<file path="src/assert_macros.svh">
// Assertion helpers for the aggregator RTL.
// Every assertion is clocked on clk_i and disabled while rst_ni is low.
`ifndef ASSERT_MACROS_SVH
`define ASSERT_MACROS_SVH

// Checks a property on every rising clock edge outside of reset.
`define ASSERT_CLK(lbl, prop, msg) \
  lbl: assert property (@(posedge clk_i) disable iff (!rst_ni) (prop)) else $error(msg);

// Checks that cond implies expr in the same cycle.
`define ASSERT_IMPL(lbl, cond, expr, msg) \
  `ASSERT_CLK(lbl, (cond) |-> (expr), msg)

`endif

</file>
<file path="src/dfpa_pkg.sv">
// Types and constants of the delimited field price aggregator.
// Used by the front, queue, back and top level modules; no dependencies.
package dfpa_pkg;

  // Input item: one text byte or an end of stream marker.
  typedef struct packed {
    logic       opcode;
    logic [7:0] data_byte;
  } in_t;

  // Result item, emitted each time a line closes.
  typedef struct packed {
    logic [31:0]        record_count;
    logic [31:0]        transaction_count;
    logic signed [63:0] total_sales;
    logic signed [31:0] pending_amount;
    logic               price_valid;
    logic signed [31:0] line_price;
  } out_t;

  // Per-line summary handed from the parser to the aggregation stage.
  typedef struct packed {
    logic        price_valid;
    logic [31:0] price;
  } rec_t;

  localparam logic OP_DATA = 1'b0;
  localparam logic OP_EOS  = 1'b1;

  localparam logic [7:0] CFG_FIELD_SEP    = 8'd0;
  localparam logic [7:0] CFG_DECIMAL_MARK = 8'd1;
  localparam logic [7:0] CFG_TARGET_FIELD = 8'd2;

  localparam logic [7:0] FIELD_SEP_RESET    = 8'd124;
  localparam logic [7:0] DECIMAL_MARK_RESET = 8'd44;
  localparam logic [7:0] TARGET_FIELD_RESET = 8'd10;

  localparam logic [7:0] CH_NEWLINE = 8'd10;
  localparam logic [7:0] CH_TAB     = 8'd9;
  localparam logic [7:0] CH_VTAB    = 8'd11;
  localparam logic [7:0] CH_FF      = 8'd12;
  localparam logic [7:0] CH_CR      = 8'd13;
  localparam logic [7:0] CH_SPACE   = 8'd32;
  localparam logic [7:0] CH_PLUS    = 8'd43;
  localparam logic [7:0] CH_MINUS   = 8'd45;
  localparam logic [7:0] CH_ZERO    = 8'd48;
  localparam logic [7:0] CH_NINE    = 8'd57;

  // floor((2^63 - d) / 10) for small d; one less for the top digits.
  localparam logic [63:0] MAG_THRESHOLD = 64'd922337203685477580;

  localparam int unsigned QUEUE_DEPTH = 2;
  localparam int unsigned QUEUE_PTR_W = 1;

endpackage

</file>
<file path="src/dfpa_front.sv">
// Front end: configuration registers and the per-line field parser.
// Depends on dfpa_pkg; pushes one line summary per closed line.
module dfpa_front (
  input  logic          clk_i,
  input  logic          rst_ni,
  input  logic          cfg_valid_i,
  input  logic [7:0]    cfg_index_i,
  input  logic [7:0]    cfg_data_i,
  input  logic          in_valid_i,
  output logic          in_ready_o,
  input  dfpa_pkg::in_t in_item_i,
  input  logic          q_full_i,
  output logic          q_push_o,
  output dfpa_pkg::rec_t q_rec_o
);

  typedef enum logic [4:0] {
    PH_WAIT   = 5'b00001,
    PH_LEAD   = 5'b00010,
    PH_SIGN   = 5'b00100,
    PH_DIGITS = 5'b01000,
    PH_DONE   = 5'b10000
  } phase_e;

  logic [7:0]  sep_q, mark_q, target_q;
  logic [7:0]  sep_cnt_q, sep_cnt_d;
  phase_e      phase_q, phase_d;
  logic        neg_q, neg_d;
  logic        digit_q, digit_d;
  logic        ovf_q, ovf_d;
  logic        has_q, has_d;
  logic [63:0] mag_q, mag_d;

  logic        accept, close;
  logic [7:0]  b;
  logic        is_digit, is_space;
  logic [3:0]  dval;
  logic [63:0] thr;
  phase_e      fph;

  assign in_ready_o = !q_full_i;
  assign accept     = in_valid_i && in_ready_o;
  assign b          = in_item_i.data_byte;
  assign close      = (in_item_i.opcode == dfpa_pkg::OP_EOS) ? has_q
                                                             : (b == dfpa_pkg::CH_NEWLINE);
  assign is_digit   = (b >= dfpa_pkg::CH_ZERO) && (b <= dfpa_pkg::CH_NINE);
  assign is_space   = (b == dfpa_pkg::CH_SPACE) || (b == dfpa_pkg::CH_TAB) ||
                      (b == dfpa_pkg::CH_VTAB) || (b == dfpa_pkg::CH_FF) ||
                      (b == dfpa_pkg::CH_CR);
  assign dval       = b[3:0];
  assign thr        = dfpa_pkg::MAG_THRESHOLD -
                      {63'd0, (neg_q ? (dval == 4'd9) : (dval > 4'd7))};

  assign q_push_o              = accept && close;
  assign q_rec_o.price_valid   = digit_q && !ovf_q;
  assign q_rec_o.price         = !(digit_q && !ovf_q) ? 32'd0 :
                                 neg_q ? (32'd0 - mag_q[31:0]) : mag_q[31:0];

  always_comb begin
    logic add;
    add       = 1'b0;
    sep_cnt_d = sep_cnt_q;
    phase_d   = phase_q;
    neg_d     = neg_q;
    digit_d   = digit_q;
    ovf_d     = ovf_q;
    has_d     = has_q;
    mag_d     = mag_q;
    fph       = (phase_q == PH_WAIT) ? PH_LEAD : phase_q;
    if (accept) begin
      if (close) begin
        sep_cnt_d = '0;
        phase_d   = PH_WAIT;
        neg_d     = 1'b0;
        digit_d   = 1'b0;
        ovf_d     = 1'b0;
        has_d     = 1'b0;
        mag_d     = '0;
      end else if (in_item_i.opcode == dfpa_pkg::OP_DATA) begin
        has_d = 1'b1;
        if ((phase_q == PH_WAIT) && (sep_cnt_q < target_q)) begin
          if (b == sep_q) sep_cnt_d = sep_cnt_q + 8'd1;
        end else if (phase_q != PH_DONE) begin
          phase_d = fph;
          if ((b == sep_q) || (b == mark_q)) begin
            phase_d = PH_DONE;
          end else begin
            unique case (fph)
              PH_LEAD: begin
                if (is_space) begin
                  phase_d = PH_LEAD;
                end else if ((b == dfpa_pkg::CH_PLUS) || (b == dfpa_pkg::CH_MINUS)) begin
                  neg_d   = (b == dfpa_pkg::CH_MINUS);
                  phase_d = PH_SIGN;
                end else if (is_digit) begin
                  phase_d = PH_DIGITS;
                  add     = 1'b1;
                end else begin
                  phase_d = PH_DONE;
                end
              end
              PH_SIGN, PH_DIGITS: begin
                if (is_digit) begin
                  phase_d = PH_DIGITS;
                  add     = 1'b1;
                end else begin
                  phase_d = PH_DONE;
                end
              end
              default: ;
            endcase
          end
          if (add) begin
            digit_d = 1'b1;
            if (!ovf_q) begin
              if (mag_q > thr) ovf_d = 1'b1;
              else mag_d = (mag_q << 3) + (mag_q << 1) + {60'd0, dval};
            end
          end
        end
      end
    end
  end

  always_ff @(posedge clk_i or negedge rst_ni) begin
    if (!rst_ni) begin
      sep_q     <= dfpa_pkg::FIELD_SEP_RESET;
      mark_q    <= dfpa_pkg::DECIMAL_MARK_RESET;
      target_q  <= dfpa_pkg::TARGET_FIELD_RESET;
      sep_cnt_q <= '0;
      phase_q   <= PH_WAIT;
      neg_q     <= 1'b0;
      digit_q   <= 1'b0;
      ovf_q     <= 1'b0;
      has_q     <= 1'b0;
      mag_q     <= '0;
    end else begin
      if (cfg_valid_i) begin
        if (cfg_index_i == dfpa_pkg::CFG_FIELD_SEP) sep_q <= cfg_data_i;
        if (cfg_index_i == dfpa_pkg::CFG_DECIMAL_MARK) mark_q <= cfg_data_i;
        if (cfg_index_i == dfpa_pkg::CFG_TARGET_FIELD) target_q <= cfg_data_i;
      end
      sep_cnt_q <= sep_cnt_d;
      phase_q   <= phase_d;
      neg_q     <= neg_d;
      digit_q   <= digit_d;
      ovf_q     <= ovf_d;
      has_q     <= has_d;
      mag_q     <= mag_d;
    end
  end

endmodule

</file>
<file path="src/dfpa_fifo.sv">
// Two-entry queue of line summaries between parser and aggregation.
// Depends on dfpa_pkg for the entry type and depth.
module dfpa_fifo (
  input  logic           clk_i,
  input  logic           rst_ni,
  input  logic           push_i,
  input  dfpa_pkg::rec_t rec_i,
  output logic           full_o,
  input  logic           pop_i,
  output logic           valid_o,
  output dfpa_pkg::rec_t rec_o
);

  localparam int unsigned PW = dfpa_pkg::QUEUE_PTR_W;

  dfpa_pkg::rec_t       mem_q [dfpa_pkg::QUEUE_DEPTH];
  logic [PW-1:0]        wr_ptr_q, rd_ptr_q;
  logic [PW:0]          count_q;

  assign full_o  = (count_q == (PW+1)'(dfpa_pkg::QUEUE_DEPTH));
  assign valid_o = (count_q != '0);
  assign rec_o   = mem_q[rd_ptr_q];

  always_ff @(posedge clk_i) begin
    if (push_i) mem_q[wr_ptr_q] <= rec_i;
  end

  always_ff @(posedge clk_i or negedge rst_ni) begin
    if (!rst_ni) begin
      wr_ptr_q <= '0;
      rd_ptr_q <= '0;
      count_q  <= '0;
    end else begin
      if (push_i) wr_ptr_q <= wr_ptr_q + PW'(1);
      if (pop_i) rd_ptr_q <= rd_ptr_q + PW'(1);
      if (push_i && !pop_i) count_q <= count_q + (PW+1)'(1);
      else if (pop_i && !push_i) count_q <= count_q - (PW+1)'(1);
    end
  end

endmodule

</file>
<file path="src/dfpa_back.sv">
// Aggregation stage: running total, pending amount, counters, output register.
// Depends on dfpa_pkg and assert_macros.svh.
`include "assert_macros.svh"

module dfpa_back #(
  parameter int unsigned COUNT_WIDTH = 32
) (
  input  logic           clk_i,
  input  logic           rst_ni,
  input  logic           q_valid_i,
  input  dfpa_pkg::rec_t q_rec_i,
  output logic           q_pop_o,
  output logic           out_valid_o,
  input  logic           out_ready_i,
  output dfpa_pkg::out_t out_item_o
);

  logic [COUNT_WIDTH-1:0] lines_q, lines_d, trans_q, trans_d;
  logic [63:0]            total_q, total_d;
  logic [31:0]            cur_q, cur_d;
  logic                   out_valid_q;
  dfpa_pkg::out_t         out_q;
  logic                   change;
  logic [63:0]            lines_ext, trans_ext;

  assign q_pop_o     = q_valid_i && (!out_valid_q || out_ready_i);
  assign out_valid_o = out_valid_q;
  assign out_item_o  = out_q;
  assign change      = q_rec_i.price_valid && (q_rec_i.price != cur_q);

  always_comb begin
    lines_d = (lines_q != '1) ? lines_q + COUNT_WIDTH'(1) : lines_q;
    trans_d = trans_q;
    total_d = total_q;
    cur_d   = cur_q;
    if (change) begin
      total_d = total_q + {{32{cur_q[31]}}, cur_q};
      cur_d   = q_rec_i.price;
      if (trans_q != '1) trans_d = trans_q + COUNT_WIDTH'(1);
    end
  end

  assign lines_ext = 64'(lines_d);
  assign trans_ext = 64'(trans_d);

  always_ff @(posedge clk_i) begin
    if (q_pop_o) begin
      out_q.record_count      <= lines_ext[31:0];
      out_q.transaction_count <= trans_ext[31:0];
      out_q.total_sales       <= total_d;
      out_q.pending_amount    <= cur_d;
      out_q.price_valid       <= q_rec_i.price_valid;
      out_q.line_price        <= q_rec_i.price;
    end
  end

  always_ff @(posedge clk_i or negedge rst_ni) begin
    if (!rst_ni) begin
      lines_q     <= '0;
      trans_q     <= '0;
      total_q     <= '0;
      cur_q       <= '0;
      out_valid_q <= 1'b0;
    end else begin
      if (q_pop_o) begin
        lines_q <= lines_d;
        trans_q <= trans_d;
        total_q <= total_d;
        cur_q   <= cur_d;
      end
      if (q_pop_o) out_valid_q <= 1'b1;
      else if (out_ready_i) out_valid_q <= 1'b0;
    end
  end

  // at most one transaction per closed line
  `ASSERT_CLK(a_trans_le_lines, trans_q <= lines_q, "transaction count exceeds line count")
  `ASSERT_IMPL(a_price_pending, out_valid_q && out_q.price_valid,
               out_q.pending_amount == out_q.line_price, "pending amount not the new price")
  `ASSERT_IMPL(a_invalid_zero, out_valid_q && !out_q.price_valid,
               out_q.line_price == 32'sd0, "invalid line carries a price")

endmodule

</file>
<file path="src/delimited_field_price_aggregator.sv">
// Top level of the delimited field price aggregator.
// Depends on dfpa_pkg, dfpa_front, dfpa_fifo and dfpa_back.
//
// Usage:
//   in channel  : in_valid_i / in_ready_o / in_item_i, one text byte or an end
//                 of stream marker per item. A newline, or end of stream after
//                 at least one byte, closes the line.
//   out channel : out_valid_o / out_ready_i / out_item_o, one result per closed
//                 line carrying counters, total, pending amount and line price.
//   cfg channel : cfg_valid_i / cfg_ready_o with cfg_index_i and cfg_data_i;
//                 index 0 separator, 1 decimal mark, 2 target field; other
//                 indexes are dropped. Always ready; write only while idle.
// Throughput is one item per cycle while the queue is not full; the parser updates its line
// state in the accepting cycle with one shift-add and compare on the 64-bit magnitude.
// A summary is queued when its closing item is accepted, then moved to the output register.
// A two-entry queue holds line summaries between parser and aggregation, so
// when the receiver stalls the input keeps flowing until the queue and the
// output register are full, then in_ready_o drops.
// Reset clears control state but not stored data, loads reset values; no clearing pass.
module delimited_field_price_aggregator #(
  parameter int unsigned COUNT_WIDTH = 32
) (
  input  logic           clk_i,
  input  logic           rst_ni,
  input  logic           cfg_valid_i,
  output logic           cfg_ready_o,
  input  logic [7:0]     cfg_index_i,
  input  logic [7:0]     cfg_data_i,
  input  logic           in_valid_i,
  output logic           in_ready_o,
  input  dfpa_pkg::in_t  in_item_i,
  output logic           out_valid_o,
  input  logic           out_ready_i,
  output dfpa_pkg::out_t out_item_o
);

  logic           q_full, q_push, q_pop, q_valid;
  dfpa_pkg::rec_t q_wr_rec, q_rd_rec;

  assign cfg_ready_o = 1'b1;

  dfpa_front u_front (
    .clk_i       (clk_i),
    .rst_ni      (rst_ni),
    .cfg_valid_i (cfg_valid_i),
    .cfg_index_i (cfg_index_i),
    .cfg_data_i  (cfg_data_i),
    .in_valid_i  (in_valid_i),
    .in_ready_o  (in_ready_o),
    .in_item_i   (in_item_i),
    .q_full_i    (q_full),
    .q_push_o    (q_push),
    .q_rec_o     (q_wr_rec)
  );

  dfpa_fifo u_fifo (
    .clk_i   (clk_i),
    .rst_ni  (rst_ni),
    .push_i  (q_push),
    .rec_i   (q_wr_rec),
    .full_o  (q_full),
    .pop_i   (q_pop),
    .valid_o (q_valid),
    .rec_o   (q_rd_rec)
  );

  dfpa_back #(
    .COUNT_WIDTH (COUNT_WIDTH)
  ) u_back (
    .clk_i       (clk_i),
    .rst_ni      (rst_ni),
    .q_valid_i   (q_valid),
    .q_rec_i     (q_rd_rec),
    .q_pop_o     (q_pop),
    .out_valid_o (out_valid_o),
    .out_ready_i (out_ready_i),
    .out_item_o  (out_item_o)
  );

endmodule
</file>
<file path="config.mk">
export PLATFORM = sky130hd
export DESIGN_NAME = delimited_field_price_aggregator
export DESIGN_NICKNAME = d
export VERILOG_FILES = /design/src/dfpa_pkg.sv /design/src/dfpa_front.sv /design/src/dfpa_fifo.sv /design/src/dfpa_back.sv /design/src/delimited_field_price_aggregator.sv
export VERILOG_INCLUDE_DIRS = /design/src /design/src/src
export SDC_FILE = /design/constraint.sdc
export NUM_CORES = 1
export LEC_CHECK = 0
export BUFFER_PORTS_ARGS = -buffer_cell sky130_fd_sc_hd__clkbuf_2
export CORE_UTILIZATION = 30
export CTS_BUF_LIST = sky130_fd_sc_hd__clkbuf_8
export DETAILED_ROUTE_END_ITERATION = 16
export SLEW_MARGIN = 20
export SYNTH_ARGS = -nofsm -noshare
export SYNTH_HDL_FRONTEND = slang
export SYNTH_HIERARCHICAL = 1
export SYNTH_SLANG_ARGS = --single-unit
</file>
<file path="constraint.sdc">
create_clock -name clk_i -period 17.99 [get_ports clk_i]
set_clock_uncertainty 0.1 [all_clocks]
set_input_delay 3.598 -clock clk_i [delete_from_list [all_inputs] [get_ports clk_i]]
set_output_delay 3.598 -clock clk_i [all_outputs]
set_load 0.05 [all_outputs]
</file>
* Word level (Yosys, flattened, before mapping) *
Memory sizes are Yosys's and may differ from the RTL's.
Index checks and enable logic that the tools add are counted.

word-level totals
  input port bits = 30
  memories = 1
  output and inout bits = 196
  register bits = 463
  word-level logic and storage cells = 179
  memory bits (writable) = 66

memories
  memory        depth  bits a word  read ports  clocked after memory_dff  wr ports  RTL line         text
  u_fifo.mem_q  2      33           1           0                         1         dfpa_fifo.sv:16  dfpa_pkg::rec_t mem_q [dfpa_pkg::QUEUE_DEPTH];

cells by class
  add/sub/neg operators = 12
  order comparisons = 5
  multiplexer cells = 68
  reductions and logical operators = 41
  equal/unequal tests = 28

operators by type and width
  kind                                                               number
  two-way mux 64 bit                                                 8
  two-way mux 32 bit                                                 6
  adder 64 bit                                                       2
  adder 32 x 1 -> 32 bit, second input constant                      2
  adder 64 x 4 -> 64 bit                                             1
  > comparator 64 bit                                                1
  inequality test 32 bit, second input constant                      2
  subtractor 60 x 1 -> 61 bit, first input constant                  1
  two-way mux 5 bit                                                  9
  equality test 8 x 4 -> 1 bit, second input constant                5
  two-way mux 1 bit                                                  37
  two-way mux 8 bit                                                  4
  inequality test 32 bit                                             1
  subtractor 1 x 32 -> 32 bit, first input constant                  1
  equality test 8 x 6 -> 1 bit, second input constant                3
  nonzero test 2 bit                                                 9
  equality test 8 bit                                                2
  inequality test 2 x 1 -> 1 bit, second input constant              5
  case mux 5 bit (2 select lines)                                    1
  logical AND 1 bit                                                  9
  adder 8 x 1 -> 8 bit, second input constant                        1
  equality test 8 x 1 -> 1 bit, second input constant                1
  equality test 8 x 2 -> 1 bit, second input constant                1
  greater-or-equal comparator 8 x 6 -> 1 bit, second input constant  1
  other kinds (25)                                                   41

* Depth between registers and ports, before layout *
Gate-level depths: netlist of the first run.

  depth in word-level cells = 18
  depth in mapped cells = 20
  depth with buffers taken out = 17

* Modules after synthesis *
Netlist of the first run, hierarchy kept.

by module, submodules not included
  module                            cells each  area each (sq um)  instances
  dfpa_back                         1756        18743.0            1
  dfpa_front                        1189        10054.6            1
  dfpa_fifo                         119         2722.6             1
  delimited_field_price_aggregator  2           11.3               1

* Worst setup path before layout of the first run *
Ideal clock, no wire load.

  path kind = in2reg
  start = in out_ready_i
  end = reg u_fifo.count_q[1]
  data required time = 17811 ps
  slack = 7142 ps
  stages = 10
  library setup time = 79 ps
  arrival time = 10669 ps
  cells stage by stage = nand2b_1 -> nand2_2 -> inv_1 -> clkbuf_1 -> clkbuf_1 -> inv_1 -> ha_1 -> xor2_1 -> nor2_1 -> xor2_1

on the way
  word-level cells in the longest chain between the ends = 5
  elaborated cells between the ends (all ways) = 7

ends and longest elaborated chain
  item                                                            RTL line                                text
  start: declaration                                              delimited_field_price_aggregator.sv:33  input logic out_ready_i,
  logical OR 1 bit (*)                                            dfpa_back.sv:26                         assign q_pop_o = q_valid_i && (!out_valid_q || out_ready_i);
  logical AND 1 bit (*)                                           dfpa_back.sv:26
  via q_pop                                                       delimited_field_price_aggregator.sv:37  logic q_full, q_push, q_pop, q_valid;
  zero test 1 bit                                                 dfpa_fifo.sv:36                         if (push_i && !pop_i) count_q <= count_q + (PW+1)'(1);
  logical AND 1 bit                                               dfpa_fifo.sv:36
  two-way mux 2 bit / nonzero test 2 bit (equally long branches)  n/a
  end signal: assignment                                          dfpa_fifo.sv:36
  end signal: assignment                                          dfpa_fifo.sv:37                         else if (pop_i && !push_i) count_q <= count_q - (PW+1)'(1);
  end: declaration                                                dfpa_fifo.sv:18                         logic [PW:0] count_q;

The timed path passes the listed nets; every way through them passes the cells marked *.
A chain may end at the register's enable or synchronous reset.

* Final worst setup path of the first run *
  start = in in_item_i[3] (netlist bit)
  end = reg u_front.mag_q[62]

on the way
  word-level cells in the longest chain between the ends = 15
  elaborated cells between the ends (all ways) = 50

ends and longest elaborated chain
  item                                                          RTL line                                text
  start: declaration                                            delimited_field_price_aggregator.sv:31  input dfpa_pkg::in_t in_item_i,
  branches (longest 15 deep; another with > comparator 64 bit)  n/a
  end signal: assignment                                        dfpa_front.sv:149                       mag_q <= mag_d;
  end: declaration                                              dfpa_front.sv:32                        logic [63:0] mag_q, mag_d;

Parallel ways; which one is timed is not known. The select of a mux whose other input is x is not followed.

==> results of run 1 <==
synthesized netlist by cell type (15+ instances only):
| cell | number |
|---|---|
| and3_1 | 18 |
| ha_1 | 200 |
| nand2b_1 | 16 |
| or3_1 | 15 |
| nand4_1 | 55 |
| o31ai_1 | 20 |
| buf_2 | 28 |
| o21bai_1 | 21 |
| xnor2_1 | 171 |
| nand3_1 | 63 |
| edfxtp_1 | 259 |
| xor2_1 | 156 |
| o211ai_1 | 15 |
| a211oi_1 | 17 |
| a21o_1 | 75 |
| clkbuf_1 | 71 |
| nor4_1 | 25 |
| mux2_2 | 117 |
| inv_1 | 57 |
| a22o_1 | 24 |
| a31oi_1 | 21 |
| o21a_1 | 16 |
| nand2_1 | 520 |
| a21oi_1 | 165 |
| nor3_1 | 38 |
| o21ai_0 | 162 |
| nor2_1 | 206 |
| mux2_4 | 29 |
| dfrtp_1 | 259 |
power by group:
part / internal, mW / switching [mW]
clock network: 0.580 / 0.519
registers: 1.75 / 0.264
logic: 0.943 / 2.10
total: 3.28 / 2.89
critical path: cells and delay by family:
family                     cells  cell delay, ns
AOI/OAI and AO/OA              7            1.96
adders and majority gates      2            1.06
and+or+nand+nor                3            0.54
buffers and inverters          1            0.18
xor gates and xnor gates       1            0.10
worst max-delay path by stage:
stage,startpoint,end,slack (ns),cells after the start
after global routing,in_item_i[3],u_front/mag_q[62],10.90,14
final,in_item_i[3],u_front/mag_q[62],11.06,14
after CTS,in_item_i[3],u_front/mag_q[62],11.18,14
after floorplan,out_ready_i,u_fifo/count_q[1],7.14,10
after global placement,in_item_i[3],u_front/mag_q[62],10.41,14
after detailed placement,in_item_i[3],u_front/mag_q[62],10.38,14
cells by family after synthesis:
kind of cell	after synthesis	share of synthesized area, %
AOI/OAI and AO/OA	617	12.7
xor gates and xnor gates	327	9.08
muxes	150	5.69
buffers and inverters	180	2.64
DFF	529	46.1
and+or+nand+nor	1059	15.6
other	1	0.0119
adders and majority gates	203	8.13
sequential cells by signal, summed over array words and instances, names as in the netlist, 5 cells and up:
name and count:
u_back/out_item_o 193, u_fifo/mem_q 66, u_back/total_q 64, u_front/mag_q 64, u_back/cur_q 32, u_back/lines_q 32, u_back/trans_q 32, u_front/mark_q 8
u_front/sep_cnt_q 8, u_front/sep_q 8, u_front/target_q 8, u_front/phase_q 5
layer usage:
metal / GRT usage, % / vias to the layer above / routed length [um]
li1: - / 11500 / -
met1: 21.9 / 11400 / 39700
met2: 24.0 / 589 / 37800
met3: 3.28 / 102 / 4840
met4: 4.26 / 6 / 1520
met5: 0 / - / 42
final cells by class:
| class | instances | area, um^2 | share of cell area (%) |
|---|---|---|---|
| antenna | 2 | 5.00 | 0.0140 |
| timing repair buffer | 245 | 1300 | 3.63 |
| clock buffer | 102 | 1400 | 3.92 |
| sequential | 529 | 14600 | 40.6 |
| multi-input combinational | 2357 | 16200 | 45.2 |
| clock inverter | 68 | 405 | 1.13 |
| tap | 1380 | 1730 | 4.82 |
| inverter | 57 | 221 | 0.618 |
through the flow:
step	cell area [um^2]	setup slack [ns]
2_1_floorplan	31500	7.14
3_3_place_gp	34000	10.41
3_5_place_dp	34000	10.38
4_1_cts	35800	11.18
5_1_grt	35800	10.90
6_report	35800	11.06
==> results.md, run 1 <==
- Mapped Area: 31500 um^2
- Most frequent CP cell: fa_1
- #FFs+latches synth: between 500 and 600
- Clock sinks: 529
- Num CTS Buffers: 92
- All-Layer GR Usage: 15.5%
- Setup violators final: 0
- PwrDens: approximately 170 nW/um^2
- Via Count: roughly 24k
- First-iteration detailed-routing DRC count: about 1.6k
- Wire length of the first global-routing pass: roughly 130000 um
- DRT Pass-1 Iters: 5
- Hpwl dp: 60900 um
- Post-synth EDFFs: ~260
- Worst hold stages: 1
- Finished Layout Cells: 4740
- Area Overhead vs Synth: 13.6%
- H-tree Lvls: 3
- Most common cell after layout, fill and taps aside: nand2_1
- Type of the worst min-delay path: flip-flop to flip-flop
- Cts hold-fix bufs: 0
- Layout Nets: 3515
- Core ar.: 104000 um^2
- Post-layout util: between 30% and 40%
- Reg2Reg Depth: 12
- Endpoint of the worst register-to-register path: u_back/out_item_o[154]
- Die Height: around 330 um
- Area contributors post-synth: edfxtp_1 25%, dfrtp_1 21%, ha_1 7.9%
- Post-CTS sizing: 0
- Inst Count DP: 4568
- Worst relative slew slack: a little under a third
- Worst-path cell chain: clkbuf_2 > fa_1 > fa_1 > a211oi_1 > nor2_1 > o311ai_1 > nand2_1 > a211oi_2 > a311oi_2 > nor2_2 > a21oi_2 > a311oi_1 > xnor2_1 > a22o_1
- Syn nets: 3299
- Slowest stage cell, crit path: fa_1
- Critical Path Max Stage Delay: about 0.56 ns
- Max Transition Viols Final: 0
- Routability Congestion: 0.905
- CP arrival: about 7.5 ns
- WS Path Type: input port to flip-flop
- Routed WL: approximately 84000 um
- FILL cells: between 10k and 15k
- Routed Antenna Nets: 0
- Seq/Total Area, Yosys: around 46%
- Clock slew at reported path FFs: 0.05 ns
- Total of max-cap violations: 0
- Flop2flop setup slack: between 10 and 15 ns
- Drc violations: 0
- Slew @ Worst Pin: roughly 1.0 ns
- Post-layout min period: between 6 and 7 ns
- I/O pin count: 226
- Antenna violations before repair: 6
- Largest net degree at the start of global routing: approximately 130
- Status: complete, no violations
- Critical hold path startpoint: u_fifo/count_q[1]
- Commonest cells after routing, fill and taps aside: 520 x nand2_1, 259 x edfxtp_1, 257 x dfrtp_1
- Worst Hold End: u_fifo/count_q[1]
- Clock Latency Late Sink: 0.75 ns
- Distinct cell type count after synthesis: about 110
- Vias in the first global route: around 23k
- Die area: roughly 110000 um^2
- Period utilisation layout: about two fifths
- Root Buffer: clkbuf_8
- Site Rows: roughly 120
- Worst r2r src: u_fifo/rd_ptr_q
- CP Launch Type: input port
- CP endpoint kind: flip-flop
- Pwr Total: approximately 6.2 mW
- Pleak: roughly 16 nW
- Fraction of layout cells with a size suffix above 1: 18.0%
- Area share of the largest cell type after synthesis: around a quarter
- TritonCTS clock tree: done
- Syn avg cell area: 10.3 um^2
- Hold WS: approximately 0.37 ns
- Fmax: roughly 0.14 GHz
- Req. time, crit path: approximately 19 ns
- Die W: between 300 and 400 um
- RSZ-0062 raised after global routing: false
- Syn Inst Count: a little over 3k
- Port-buffer cells: between 200 and 250
- Ys async rst share: 51.0%
- Setup TNS: 0 ns
- Final hold violations: 0
- DR vias/cell: 4.97
- CP max FO: 7
- Max clock buf depth: 3
- Post-synth top area cell: edfxtp_1
- GRT overflow: 0
- Starting density of the core: 30.4%
- Yosys warns: 6
- Peak VDD IR: between 0.15 and 0.2 mV
- Post-CTS setup buffer count: 0
- Wirelength per Cell: about 18 um
- Top_reg_cell synth: edfxtp_1
No activity file was read; power rests on OpenSTA's default activity.
==> run 2, diff against run 1 <==
==> constraint.sdc (replaced) <==
create_clock -name clk_i -period 6.5 [get_ports clk_i]
set_clock_uncertainty 0.1 [all_clocks]
set_input_delay 1.3 -clock clk_i [delete_from_list [all_inputs] [get_ports clk_i]]
set_output_delay 1.3 -clock clk_i [all_outputs]
set_load 0.05 [all_outputs]
==> run 2 against run 1 <==
  * Wire length rose by 0.35%
  * Clock power rose to 3.1 times the previous value
  * First-iteration DRC count decreased by 6.9%
  * Hold slack improved by 0.0041 ns
  * Global-route usage down 0.11 points
  * Core utilization is 0.29 points higher
  * Via count increased by 0.16%
  * Largest power group unchanged
  * Highest routed layer unchanged
==> results.md, run 2 (synthesis gave the netlist of run 1 again) <==
- Commonest cells after routing, fill and taps aside: 520 x nand2_1, 259 x edfxtp_1, 258 x dfrtp_1
- Pleak: 15.9 nW (+0.53%)
- Setup violators final: 0 (unchanged)
- H-tree Lvls: 3 (unchanged)
- CP arrival: 5.01 ns (-2.44 ns)
- Die area: 106000 um^2 (unchanged)
- Worst relative slew slack: 32.7% (+0.87 points)
- Layout Nets: 3521 (+0.17%)
- Peak VDD IR: 0.377 mV (+140%)
- Crit path buffers/inverters: 2 (+1)
- Type of the worst min-delay path: flip-flop to flip-flop
- Slew @ Worst Pin: 1.01 ns (-0.0109 ns)
- RSZ-0062 raised after global routing: false
- Wire length of the first global-routing pass: 130000 um (-0.63%)
- Die W: 326 um (unchanged)
- Routability Congestion: 0.898 (-0.71%)
- Hpwl dp: 62000 um (+1.8%)
- Flop2flop setup slack: 1.84 ns (-11.47 ns)
- Starting density of the core: 30.4% (unchanged)
- First-iteration detailed-routing DRC count: 1473 (-6.9%)
- Clock Power Share: 19.3% (+1.5 points)
- Setup slack at placement: 1.26 ns (-9.12 ns)
- Clock Latency Late Sink: 0.73 ns (-0.02 ns)
- Area of the multi-input gates: 16200 um^2 (about the same)
- Post-CTS setup buffer count: 0 (unchanged)
- I/O pin count: 226 (unchanged)
- Post-layout util: 34.8% (+0.29 points)
- Fmax: between 0.2 and 0.25 GHz
- Max Transition Viols Final: 0 (unchanged)
- WS Path Type: flip-flop to flip-flop
- Largest net degree at the start of global routing: 136 (+7.1%)
- Max clock buf depth: 3 (unchanged)
- Root Buffer: clkbuf_8
- P_sw: 8.05 mW (+180%)
- CP max FO: 65 (+58)
- Period utilisation layout: a little under three quarters
- Worst r2r src: u_fifo/rd_ptr_q
- Req. time, crit path: 6.85 ns (-11.66 ns)
- DRT Pass-1 Iters: 5 (unchanged)
- Internal Power: 9.35 mW (+190%)
- Worst-path cell chain: buf_4 > mux2_4 > xor2_1 > nor4_1 > nand4_1 > o21ai_4 > buf_4 > or3_1 > a21oi_1 > a21oi_1 > nand3_1
- Setup crit start: u_fifo/rd_ptr_q
- Wirelength per Cell: 17.7 um (+0.12%)
- Critical Path Sink: u_back/out_item_o[128]
- Vias in the first global route: 22.8k (-0.070%)
- Cts hold-fix bufs: 0 (unchanged)
- Slowest stage cell, crit path: dfrtp_2
- Area Overhead vs Synth: 14.5%
- Routed Antenna Nets: 0 (unchanged)
- Most common cell after layout, fill and taps aside: nand2_1
- Design area: 36100 um^2 (+0.84%)
- Core ar.: 104000 um^2 (unchanged)
- Sequential power share: 32.5% (-0.2 points)
- Status: complete, no violations
- Max reg flops: 193 (unchanged)
- Clock slew at reported path FFs: 0.06 ns (about the same)
- Drc violations: 0 (unchanged)
- Register Area: 14500 um^2 (about the same)
- Dpl cell area: 34000 um^2 (+0.16%)
- Setup ws final: 1.84 ns (-9.22 ns)
- GRT overflow: 0 (unchanged)
- CP Launch Type: flip-flop
- Pwr Total: 17.4 mW (+180%)
- Post-CTS sizing: 0 (unchanged)
- PwrDens: 482 nW/um^2 (+180%)
- Endpoint of the worst register-to-register path: u_back/out_item_o[128]
- Reg2Reg Depth: 11 (-1)
- Critical Path Max Stage Delay: 0.90 ns (+0.34 ns)
- Antenna violations before repair: 4 (-2)
- Die Height: 326 um (unchanged)
- All-Layer GR Usage: 15.4% (-0.11 points)
- DR vias/cell: 4.97 (about the same)
- TritonCTS clock tree: done
- Port-buffer cells: 224 (unchanged)
- Final hold violations: 0 (unchanged)
- FILL cells: 10.5k (-0.98%)
- Num CTS Buffers: 94 (+2.2%)
- CP delay by family, top: buffers and inverters
- Site Rows: 118 (unchanged)
- Switching Fraction: 46.3% (-0.56 points)
- Combinational power share: 48.2% (-1.2 points)
- Total of max-cap violations: 0 (unchanged)
- CP endpoint kind: flip-flop
- Clock sinks: 529 (unchanged)
- Crit path depth: 11 (-3)
- Routed WL: 84100 um (+0.35%)
- Setup TNS: 0 ns (unchanged)
- Via Count: 23.6k (+0.16%)
- Fraction of layout cells with a size suffix above 1: 18.6% (+0.63 points)
- Post-layout min period: approximately 4.7 ns
run 2: power groups by stage:
stage	clock network, mW	logic, mW	registers [mW]
after global routing	3.60	9.11	5.77
after detailed placement	0	8.40	5.73
final	3.36	8.38	5.66
after global placement	0	8.34	5.72
after floorplan	0	4.61	7.28
after CTS	3.48	8.44	5.67
run 2: cell type report:
type,instances,area share [%]
multi-input cells,2357,44.8
inverters,57,0.613
clock buffers,117,4.46
repair buffers,249,3.76
well taps,1380,4.78
flip-flops and latches,529,40.3
diodes,3,0.0208
clock inverters,59,1.24
run 2: how the worst min path moves through the flow:
stage                                  from            endpoint  slack, ns  depth (start not counted)
after CTS                            rst_ni  u_back/total_q[16]       0.38                          1
after global placement    u_fifo/count_q[1]   u_fifo/count_q[1]       0.37                          1
final                     u_fifo/count_q[1]   u_fifo/count_q[1]       0.38                          1
after detailed placement  u_fifo/count_q[1]   u_fifo/count_q[1]       0.37                          1
after global routing      u_fifo/count_q[1]   u_fifo/count_q[1]       0.41                          1
after floorplan           u_fifo/count_q[1]   u_fifo/count_q[1]       0.35                          1
run 2: stage by stage:
step | cells | hold slack (ns)
floorplan | 3066 | 0.347
CTS | 4748 | 0.381
finish | 4751 | 0.378
detailed placement | 4572 | 0.370
global route | 4749 | 0.410
global placement | 4572 | 0.368
run 2: layer usage:
metal	global-route usage, %	up-vias	part of all wire (%)	wire (um)
met3	2.81	119	5.0	4230
met1	21.4	11400	47	39800
li1	-	11500	-	-
met5	0	-	0.014	12
met4	4.20	2	2.1	1760
met2	24.6	556	46	38300
